`config.mk`:
```
export PLATFORM = sky130hd
export DESIGN_NAME = float32_scale_by_power_of_two_core
export DESIGN_NICKNAME = d
export VERILOG_FILES = /design/src/hw/rtl/f32sc_pkg.sv /design/src/hw/rtl/float32_scale_by_power_of_two_core.sv
export SDC_FILE = /design/constraint.sdc
export NUM_CORES = 1
export LEC_CHECK = 0
export ABC_CLOCK_PERIOD_IN_PS = 21700
export BUFFER_PORTS_ARGS = -buffer_cell sky130_fd_sc_hd__buf_4
export CAP_MARGIN = 20
export CORE_AREA = 4 4 231 120
export DETAILED_ROUTE_END_ITERATION = 12
export DIE_AREA = 0 0 235 124
export PLACE_DENSITY = 0.69
export SETUP_SLACK_MARGIN = 0.3
export SYNTH_ARGS = -nofsm -noshare
export SYNTH_HDL_FRONTEND = slang
export SYNTH_SLANG_ARGS = --single-unit
```
`constraint.sdc`:
```
create_clock -name aclk -period 21.7 [get_ports aclk]
set_input_delay 3.255 -clock aclk [delete_from_list [all_inputs] [get_ports aclk]]
set_output_delay 3.255 -clock aclk [all_outputs]
set_load 0.05 [all_outputs]
```
`src/hw/rtl/f32sc_pkg.sv`:
```
// Shared constants and the result type for the single-precision scale core.
// No dependencies.
`timescale 1ns / 1ps
package f32sc_pkg;
    localparam logic [31:0] SIGN_MASK  = 32'h8000_0000;
    localparam logic [31:0] ABS_MASK   = 32'h7fff_ffff;
    localparam logic [31:0] INF_BITS   = 32'h7f80_0000;
    localparam logic [31:0] QUIET_BIT  = 32'h0040_0000;
    localparam logic [31:0] FRAC_MASK  = 32'h007f_ffff;
    localparam int          EXP_MAX    = 254;
    localparam int          SHIFT_MAX  = 25;

    typedef struct packed {
        logic [31:0] result_bits;
        logic        flag_invalid;
        logic        flag_overflow;
        logic        flag_underflow;
        logic        flag_inexact;
    } result_t;
endpackage

```
`src/hw/rtl/float32_scale_by_power_of_two_core.sv`:
```
// Top level of the single-precision scale-by-power-of-two core.
// Depends on f32sc_pkg.
`timescale 1ns / 1ps
// Computes x * 2^scale on raw single-precision bits with invalid, overflow,
// underflow and inexact flags. One request is accepted per cycle while the
// result register is empty or m_tready is high; its result appears in the
// next cycle from the result register, held while m_tready is low. Results
// come from one pass through normalise, exponent add and subnormal rounding.
module float32_scale_by_power_of_two_core (
    input  logic        aclk,
    input  logic        aresetn,
    input  logic        s_tvalid,
    output logic        s_tready,
    input  logic [63:0] s_tdata,  // [31:0] x_bits, [63:32] scale
    output logic        m_tvalid,
    input  logic        m_tready,
    output logic [39:0] m_tdata   // [31:0] result_bits, [32] flag_invalid,
                                  // [33] flag_overflow, [34] flag_underflow,
                                  // [35] flag_inexact, [39:36] zero
);
    logic [31:0]        x;
    logic signed [31:0] scale;
    logic [31:0]        mag;
    logic [22:0]        frac;
    logic [4:0]         lz;
    logic [23:0]        m_norm;
    logic signed [33:0] e_norm;
    logic signed [33:0] ex;
    logic [4:0]         sh;
    logic [23:0]        q;
    logic [23:0]        rem;
    logic [24:0]        half;
    logic [24:0]        q_rnd;
    f32sc_pkg::result_t res;
    f32sc_pkg::result_t res_reg;
    logic               valid_reg;

    assign x     = s_tdata[31:0];
    assign scale = s_tdata[63:32];
    assign mag   = x & f32sc_pkg::ABS_MASK;
    assign frac  = mag[22:0];

    // leading zeros of the fraction, for subnormal operands
    always_comb begin
        lz = 5'd0;
        for (int i = 0; i < 23; i++) begin
            if (frac[i]) lz = 5'(22 - i);
        end
    end

    always_comb begin
        if (mag[30:23] == 8'd0) begin
            m_norm = {1'b0, frac} << (lz + 5'd1);
            e_norm = -34'(lz);
        end else begin
            m_norm = {1'b1, frac};
            e_norm = 34'(mag[30:23]);
        end
        ex    = e_norm + 34'(scale);
        sh    = 5'(34'sd1 - ex);
        q     = m_norm >> sh;
        rem   = m_norm & ((24'd1 << sh) - 24'd1);
        // half needs a 25th bit when the whole significand is shifted out
        half  = 25'd1 << (sh - 5'd1);
        q_rnd = {1'b0, q};
        if ({1'b0, rem} > half || ({1'b0, rem} == half && q[0])) q_rnd = {1'b0, q} + 25'd1;
    end

    always_comb begin
        res = '0;
        res.result_bits = x;
        if (mag > f32sc_pkg::INF_BITS) begin
            if ((mag & f32sc_pkg::QUIET_BIT) == 32'd0) begin
                res.result_bits  = x | f32sc_pkg::QUIET_BIT;
                res.flag_invalid = 1'b1;
            end
        end else if (mag == f32sc_pkg::INF_BITS || mag == 32'd0 || scale == 32'sd0) begin
            res.result_bits = x;
        end else if (ex > 34'(f32sc_pkg::EXP_MAX)) begin
            res.result_bits   = (x & f32sc_pkg::SIGN_MASK) | f32sc_pkg::INF_BITS;
            res.flag_overflow = 1'b1;
            res.flag_inexact  = 1'b1;
        end else if (ex >= 34'sd1) begin
            res.result_bits = {x[31], ex[7:0], m_norm[22:0]};
        end else if (34'sd1 - ex > 34'(f32sc_pkg::SHIFT_MAX)) begin
            res.result_bits    = x & f32sc_pkg::SIGN_MASK;
            res.flag_underflow = 1'b1;
            res.flag_inexact   = 1'b1;
        end else begin
            res.result_bits    = (x & f32sc_pkg::SIGN_MASK) | {7'd0, q_rnd};
            res.flag_underflow = rem != 24'd0;
            res.flag_inexact   = rem != 24'd0;
        end
    end

    assign s_tready = !valid_reg || m_tready;

    always_ff @(posedge aclk) begin
        if (!aresetn) begin
            valid_reg <= 1'b0;
        end else if (s_tready) begin
            valid_reg <= s_tvalid;
        end
    end

    always_ff @(posedge aclk) begin
        if (s_tready && s_tvalid) begin
            res_reg <= res;
        end
    end

    assign m_tvalid = valid_reg;
    assign m_tdata  = {4'd0, res_reg.flag_inexact, res_reg.flag_underflow,
                       res_reg.flag_overflow, res_reg.flag_invalid, res_reg.result_bits};

    a_hold: assert property (@(posedge aclk) disable iff (!aresetn)
        m_tvalid && !m_tready |=> m_tvalid && $stable(m_tdata))
        else $error("result changed while stalled");
    a_ovf_inx: assert property (@(posedge aclk) disable iff (!aresetn)
        m_tvalid && m_tdata[33] |-> m_tdata[35])
        else $error("overflow without inexact");
    a_unf_inx: assert property (@(posedge aclk) disable iff (!aresetn)
        m_tvalid && m_tdata[34] |-> m_tdata[35])
        else $error("underflow without inexact");
    a_excl: assert property (@(posedge aclk) disable iff (!aresetn)
        m_tvalid |-> $onehot0({m_tdata[32], m_tdata[33], m_tdata[34]}))
        else $error("conflicting flags");
endmodule

```
==> impl_metrics.json, run 1 <==
{
  "ys_warn_count": 0,
  "dieArea_um2": 29100,
  "crit_path_max_incr_delay_ps": 680,
  "wl_per_cell_um": 30.7,
  "h-tree-depth": 2,
  "finalCritPeriodShare_pct": 62.9,
  "p_leak_nw": 4.74,
  "synth.area.top_cells": "edfxtp_1, ha_1, a21oi_1, nand2_1, nor2_1",
  "setup_tns_ps": 0,
  "p_seq_share_pct": 11.7,
  "worst_skew_pair.late_latency_ps": 280,
  "slew_viol_final": 0,
  "finalInstanceArea_um2": 12600,
  "synth.avg_cell_area_um2": 7.09,
  "whs_ps": 560,
  "final_nets": 1784,
  "worstSetupStartpointType": "primary input",
  "hold_path_class": "reg2reg",
  "crit_fanout": 36,
  "ys_top_cells_by_count": "nand2_1, nor2_1, a21oi_1",
  "rsz0062_at_grt": "false",
  "place_area_um2": 12400,
  "worstMarginPinSlew_ps": 1300,
  "synth_ff_type": "edfxtp_1",
  "ir_drop_mv": 0.0308,
  "finalWirelength_um": 61400,
  "synthArstFlopShare_pct": 0,
  "worst_ep_required_time_ps": 21800,
  "grt_pass1_vias": 12797,
  "clock-sinks": 37,
  "drc": 0,
  "start_util_pct": 44.0,
  "critPathKind": "in2reg",
  "worstSetupEndpointType": "flip-flop",
  "globalRouteTotalUtil_pct": 39.8,
  "dp.cells": 1995,
  "netSwitchingFraction_pct": 59.5,
  "synthDistinctLibCells": 126,
  "yosysMostFrequentCell": "nand2_1",
  "crit_arrival_ps": 13750,
  "die_h_um": 124,
  "grt_first_pass_wirelength_um": 87600,
  "syn_area_um2": 11400,
  "setup-violations-final": 0,
  "rows": 42,
  "status": "finished, final reports clean",
  "grt_overflow_total": 0,
  "gp_congestion": 1.12,
  "p_per_area_nw_per_um2": 60.4,
  "root_buffer": "clkbuf_16",
  "synth_top_area_cell": "edfxtp_1",
  "ctsResizeCount": 0,
  "grt_start_max_net_pins": 52,
  "finClkSkew_ps": 6.52,
  "cts_tree": "done",
  "clock_power_share_pct": 9.0,
  "dr.first_iter.drc_count": 2800,
  "ys_ff_latch": 37,
  "layout-drive-gt1-share_pct": 15.1,
  "synth-edff-count": 36,
  "vias": 14817,
  "ys_seq_area_share_pct": 9.67,
  "cts-buffers-inserted": 5,
  "max_freq_mhz": 73.3,
  "syn_inst": 1606,
  "slew_headroom_pct": 12.6,
  "antenna_found_initial": 5,
  "fp.coreArea_um2": 25900,
  "cts.clk_slew.worst_paths_ps": 50,
  "combPwrFrac_pct": 79.3,
  "antenna_cells": 0,
  "avgViaCountPerCell": 7.40,
  "hold_viol": 0,
  "postRouteAntennaNets": 0,
  "p_sw_mw": 0.451,
  "first_pass_iters": 8,
  "postCtsHoldBufs": 0,
  "ioPinCount": 110,
  "clockBufferDepth": 2,
  "finalNonFillerCells": 2003,
  "dp_hpwl_um": 49000,
  "port_buffers": 105,
  "fp.dieW_um": 235,
  "nFillCells": 2613,
  "intPower_mw": 0.307,
  "power_mw": 0.758,
  "crit_slowest_cell": "clkinv_1",
  "min_period_ps": 13650,
  "drv_cap": 0,
  "cts_setup_buffers": 0,
  "synth.top_cell.area_share_pct": 9.49,
  "areaGrowthSynthToFinish_pct": 10.2
}
cell type report:
type / count / area [um^2] / area share [%]
multi-input cells: 1432 / 9700 / 77.3
flip-flops and latches: 37 / 1100 / 8.77
repair buffers: 139 / 1040 / 8.31
well taps: 352 / 440 / 3.51
inverters: 35 / 131 / 1.05
clock buffers: 5 / 125 / 0.997
clock inverters: 3 / 12.5 / 0.0997
critical path, delay by kind of cell:
| family | cells | cell delay [ps] |
|---|---|---|
| buf+inv | 5 | 1740 |
| simple gates | 14 | 3760 |
| xor+xnor | 1 | 180 |
| fa+ha+maj | 5 | 2070 |
| compound gates | 9 | 2670 |
power by group through the flow:
stage / clock network [mW] / registers, mW / logic, mW
after global placement: 0 / 0.0898 / 0.565
after global routing: 0.0716 / 0.0890 / 0.616
after floorplan: 0 / 0.109 / 0.333
after CTS: 0.0675 / 0.0886 / 0.558
final: 0.0679 / 0.0886 / 0.601
after detailed placement: 0 / 0.0900 / 0.555
kinds of logic after synthesis:
| family | count (synthesis) | synth area share, % |
|---|---|---|
| AOI/OAI and AO/OA | 588 | 37.5 |
| xor gates and xnor gates | 56 | 4.31 |
| adders and majority gates | 66 | 7.32 |
| buffers and inverters | 140 | 5.37 |
| DFF | 37 | 9.67 |
| muxes | 56 | 5.33 |
| other | 1 | 0.0329 |
| and+or+nand+nor | 662 | 30.5 |
registers in the layout, indices dropped and copies added, names as in the netlist:
signal,count
m_tdata,36
m_tvalid,1
placed cells by master, fill, tap and decap left out, drive strengths merged, types with 33 or more instances in the layout:
cell    instances
xnor2          34
a21o           38
o21ai         109
nor3           61
inv            33
mux2i          34
a211oi         36
nand3          60
buf           139
nand2         161
nor2          152
edfxtp         36
ha             65
a21oi         126
nor4           39
per-stage QoR:
step | setup slack, ps | utilization (%)
2_1_floorplan | 9830 | -
3_5_place_dp | 8290 | 47.9
4_1_cts | 8530 | 48.5
3_3_place_gp | 8640 | 47.9
6_report | 8050 | 48.5
5_1_grt | 7740 | 48.5
path summary, 6_finish.rpt:
path / start / endpoint / slack (ps) / depth (start not counted)
max: s_tdata[16] / m_tdata[7]$_DFFE_PP_ / 8050 / 34
min: m_tvalid$_SDFFE_PN0N_ / m_tvalid$_SDFFE_PN0N_ / 560 / 2
max reg2reg: m_tvalid$_SDFFE_PN0N_ / m_tdata[12]$_DFFE_PP_ / 20380 / 3
min reg2reg: m_tvalid$_SDFFE_PN0N_ / m_tvalid$_SDFFE_PN0N_ / 560 / 2
per-layer routing:
metal	vias to the layer above	track usage (%)	part of all wire [%]
li1	6318	-	-
met4	6	6.30	2.5
met3	166	22.8	19
met1	6996	58.1	43
met5	-	0	0.077
met2	1331	49.7	35
Power figures use the tool's default switching activity.
==> run 2, diff against run 1 <==
--- a/config.mk
+++ b/config.mk
@@ -5,13 +5,13 @@
 export SDC_FILE = /design/constraint.sdc
 export NUM_CORES = 1
 export LEC_CHECK = 0
-export ABC_CLOCK_PERIOD_IN_PS = 21700
+export ABC_CLOCK_PERIOD_IN_PS = 11800
 export BUFFER_PORTS_ARGS = -buffer_cell sky130_fd_sc_hd__buf_4
 export CAP_MARGIN = 20
 export CORE_AREA = 4 4 231 120
 export DETAILED_ROUTE_END_ITERATION = 12
 export DIE_AREA = 0 0 235 124
-export PLACE_DENSITY = 0.69
+export PLACE_DENSITY = 0.71
 export SETUP_SLACK_MARGIN = 0.3
 export SYNTH_ARGS = -nofsm -noshare
 export SYNTH_HDL_FRONTEND = slang
==> constraint.sdc (replaced) <==
create_clock -name aclk -period 11.8 [get_ports aclk]
set_input_delay 1.77 -clock aclk [delete_from_list [all_inputs] [get_ports aclk]]
set_output_delay 1.77 -clock aclk [all_outputs]
set_load 0.05 [all_outputs]
==> run 2 against run 1 <==
Compared with the run above:
- final area grew 0.95%
- clock power rose by 120%
- flip-flop and latch count unchanged
- non-clock buffer count increased by 13
- power grew 92%
- combinational power grew 91%
- worst setup slack worse by 6800 ps
- largest cell class unchanged
==> impl_metrics.json, run 2 (synthesized netlist as in run 1, its figures left out) <==
{
  "status": "finished, final reports clean",
  "wl_per_cell_um": 31.2,
  "avgViaCountPerCell": 7.40,
  "dieArea_um2": 29100,
  "cts_tree": "done",
  "ir_drop_mv": 0.0678,
  "crit_fanout": 19,
  "critPathKind": "in2reg",
  "r2r_cells": 3,
  "antenna_found_initial": 3,
  "postRouteAntennaNets": 0,
  "slew_viol_final": 0,
  "start_util_pct": 44.0,
  "hold_path_class": "reg2reg",
  "antenna_cells": 0,
  "drc": 0,
  "final_nets": 1797,
  "largest_reg_flops": 36,
  "rsz0062_at_grt": "false",
  "layout-drive-gt1-share_pct": 15.7,
  "finalWirelength_um": 63000,
  "port_buffers": 105,
  "worstSetupEndpointType": "flip-flop",
  "ioPinCount": 110,
  "hold_viol": 0,
  "root_buffer": "clkbuf_16",
  "first_pass_iters": 6,
  "drv_cap": 0,
  "grt_first_pass_wirelength_um": 89000,
  "final_common_cell": "nand2_1",
  "grt_start_max_net_pins": 37,
  "globalRouteTotalUtil_pct": 40.8,
  "crit_arrival_ps": 10610,
  "rows": 42,
  "max_freq_mhz": 94.6,
  "mostFrequentLayoutCells": "nand2_1, buf_4, nor2_1",
  "wl_met1_um": 27300,
  "fp.dieW_um": 235,
  "areaGrowthSynthToFinish_pct": 11.2,
  "h-tree-depth": 2,
  "slew_headroom_pct": 7.21,
  "setup-violations-final": 0,
  "cts_setup_buffers": 0,
  "dr.first_iter.drc_count": 2719,
  "worstMarginPinSlew_ps": 1370,
  "finClkSkew_ps": 3.16,
  "clock-sinks": 37,
  "vias": 14920,
  "cts.clk_slew.worst_paths_ps": 50,
  "worst_ep_required_time_ps": 11840,
  "postCtsHoldBufs": 0,
  "worst_skew_pair.late_latency_ps": 270,
  "dp_hpwl_um": 50800,
  "ctsResizeCount": 0,
  "gp_congestion": 1.13,
  "fp.coreArea_um2": 25900,
  "grt_pass1_vias": 12663,
  "p_per_area_nw_per_um2": 115,
  "whs_path_depth": 2,
  "wl_met3_um": 12500,
  "min_period_ps": 10570,
  "clockBufferDepth": 2,
  "worstSetupStartpointType": "primary input",
  "cts-buffers-inserted": 5,
  "die_h_um": 124,
  "finalCritPeriodShare_pct": 89.6,
  "routed.top_layer": "met5",
  "p_leak_nw": 4.81,
  "grt_overflow_total": 0,
  "dr_wl_met2_um": 21300,
  "setup_tns_ps": 0,
  "finalCoreUtilization_pct": 48.9
}
[run 2: path summary, 6_finish.rpt]
path | start | to | slack [ps]
setup / recovery | s_tdata[16] | m_tdata[9]$_DFFE_PP_ | 1230
hold / removal | m_tvalid$_SDFFE_PN0N_ | m_tvalid$_SDFFE_PN0N_ | 550
setup reg to reg | m_tvalid$_SDFFE_PN0N_ | m_tdata[4]$_DFFE_PP_ | 10500
hold reg to reg | m_tvalid$_SDFFE_PN0N_ | m_tvalid$_SDFFE_PN0N_ | 550
[run 2: per-layer routing]
| metal | global-route usage (%) | up-vias |
|---|---|---|
| met5 | 8.75 | - |
| met4 | 7.74 | 12 |
| met3 | 24.2 | 153 |
| met2 | 49.8 | 1335 |
| met1 | 58.7 | 7073 |
| li1 | - | 6347 |
[run 2: per-stage QoR]
stage / power [mW] / instances / area, um^2 / hold WS, ps / setup slack, ps
after floorplan: 0.814 / 1609 / 11400 / 1150 / 1420
after global placement: 1.22 / 2005 / 12500 / 519 / 1560
after detailed placement: 1.21 / 2006 / 12500 / 538 / 1490
after CTS: 1.36 / 2014 / 12700 / 546 / 1760
after global routing: 1.48 / 2016 / 12700 / 637 / 946
final: 1.46 / 2016 / 12700 / 550 / 1230
[run 2: report_power, final]
part           internal (mW)  total [mW]  leakage (nW)  switching (mW)
Combinational          0.343        1.15          4.37           0.806
Clock                 0.0987       0.146        0.0775          0.0476
Sequential             0.158       0.162         0.361         0.00392
Total                  0.600        1.46          4.81           0.857
[run 2: layout make-up]
class / count / area [um^2]
clock buffer: 5 / 125
clock inverter: 3 / 41.3
fill: 2626 / 13200
inverter: 35 / 131
multi-input combinational: 1432 / 9690
sequential: 37 / 1100
tap: 352 / 440
timing repair buffer: 152 / 1140
[run 2: worst max-delay path, stage by stage]
cell      delay [ps]
buf_4            170
or3_4            410
a311o_4          440
a21oi_4          550
inv_2            260
ha_1             290
and3_1           170
a21oi_1          870
or2_2            250
ha_1             210
o21a_1           200
and4_1           290
a21oi_1          190
o311ai_0         390
o221ai_1         300
nor4bb_1         680
nand4_1          190
or3_1            390
nor4_1           520
a31oi_1          480
nor2_1           400
nand3_1          590
o221ai_1         560
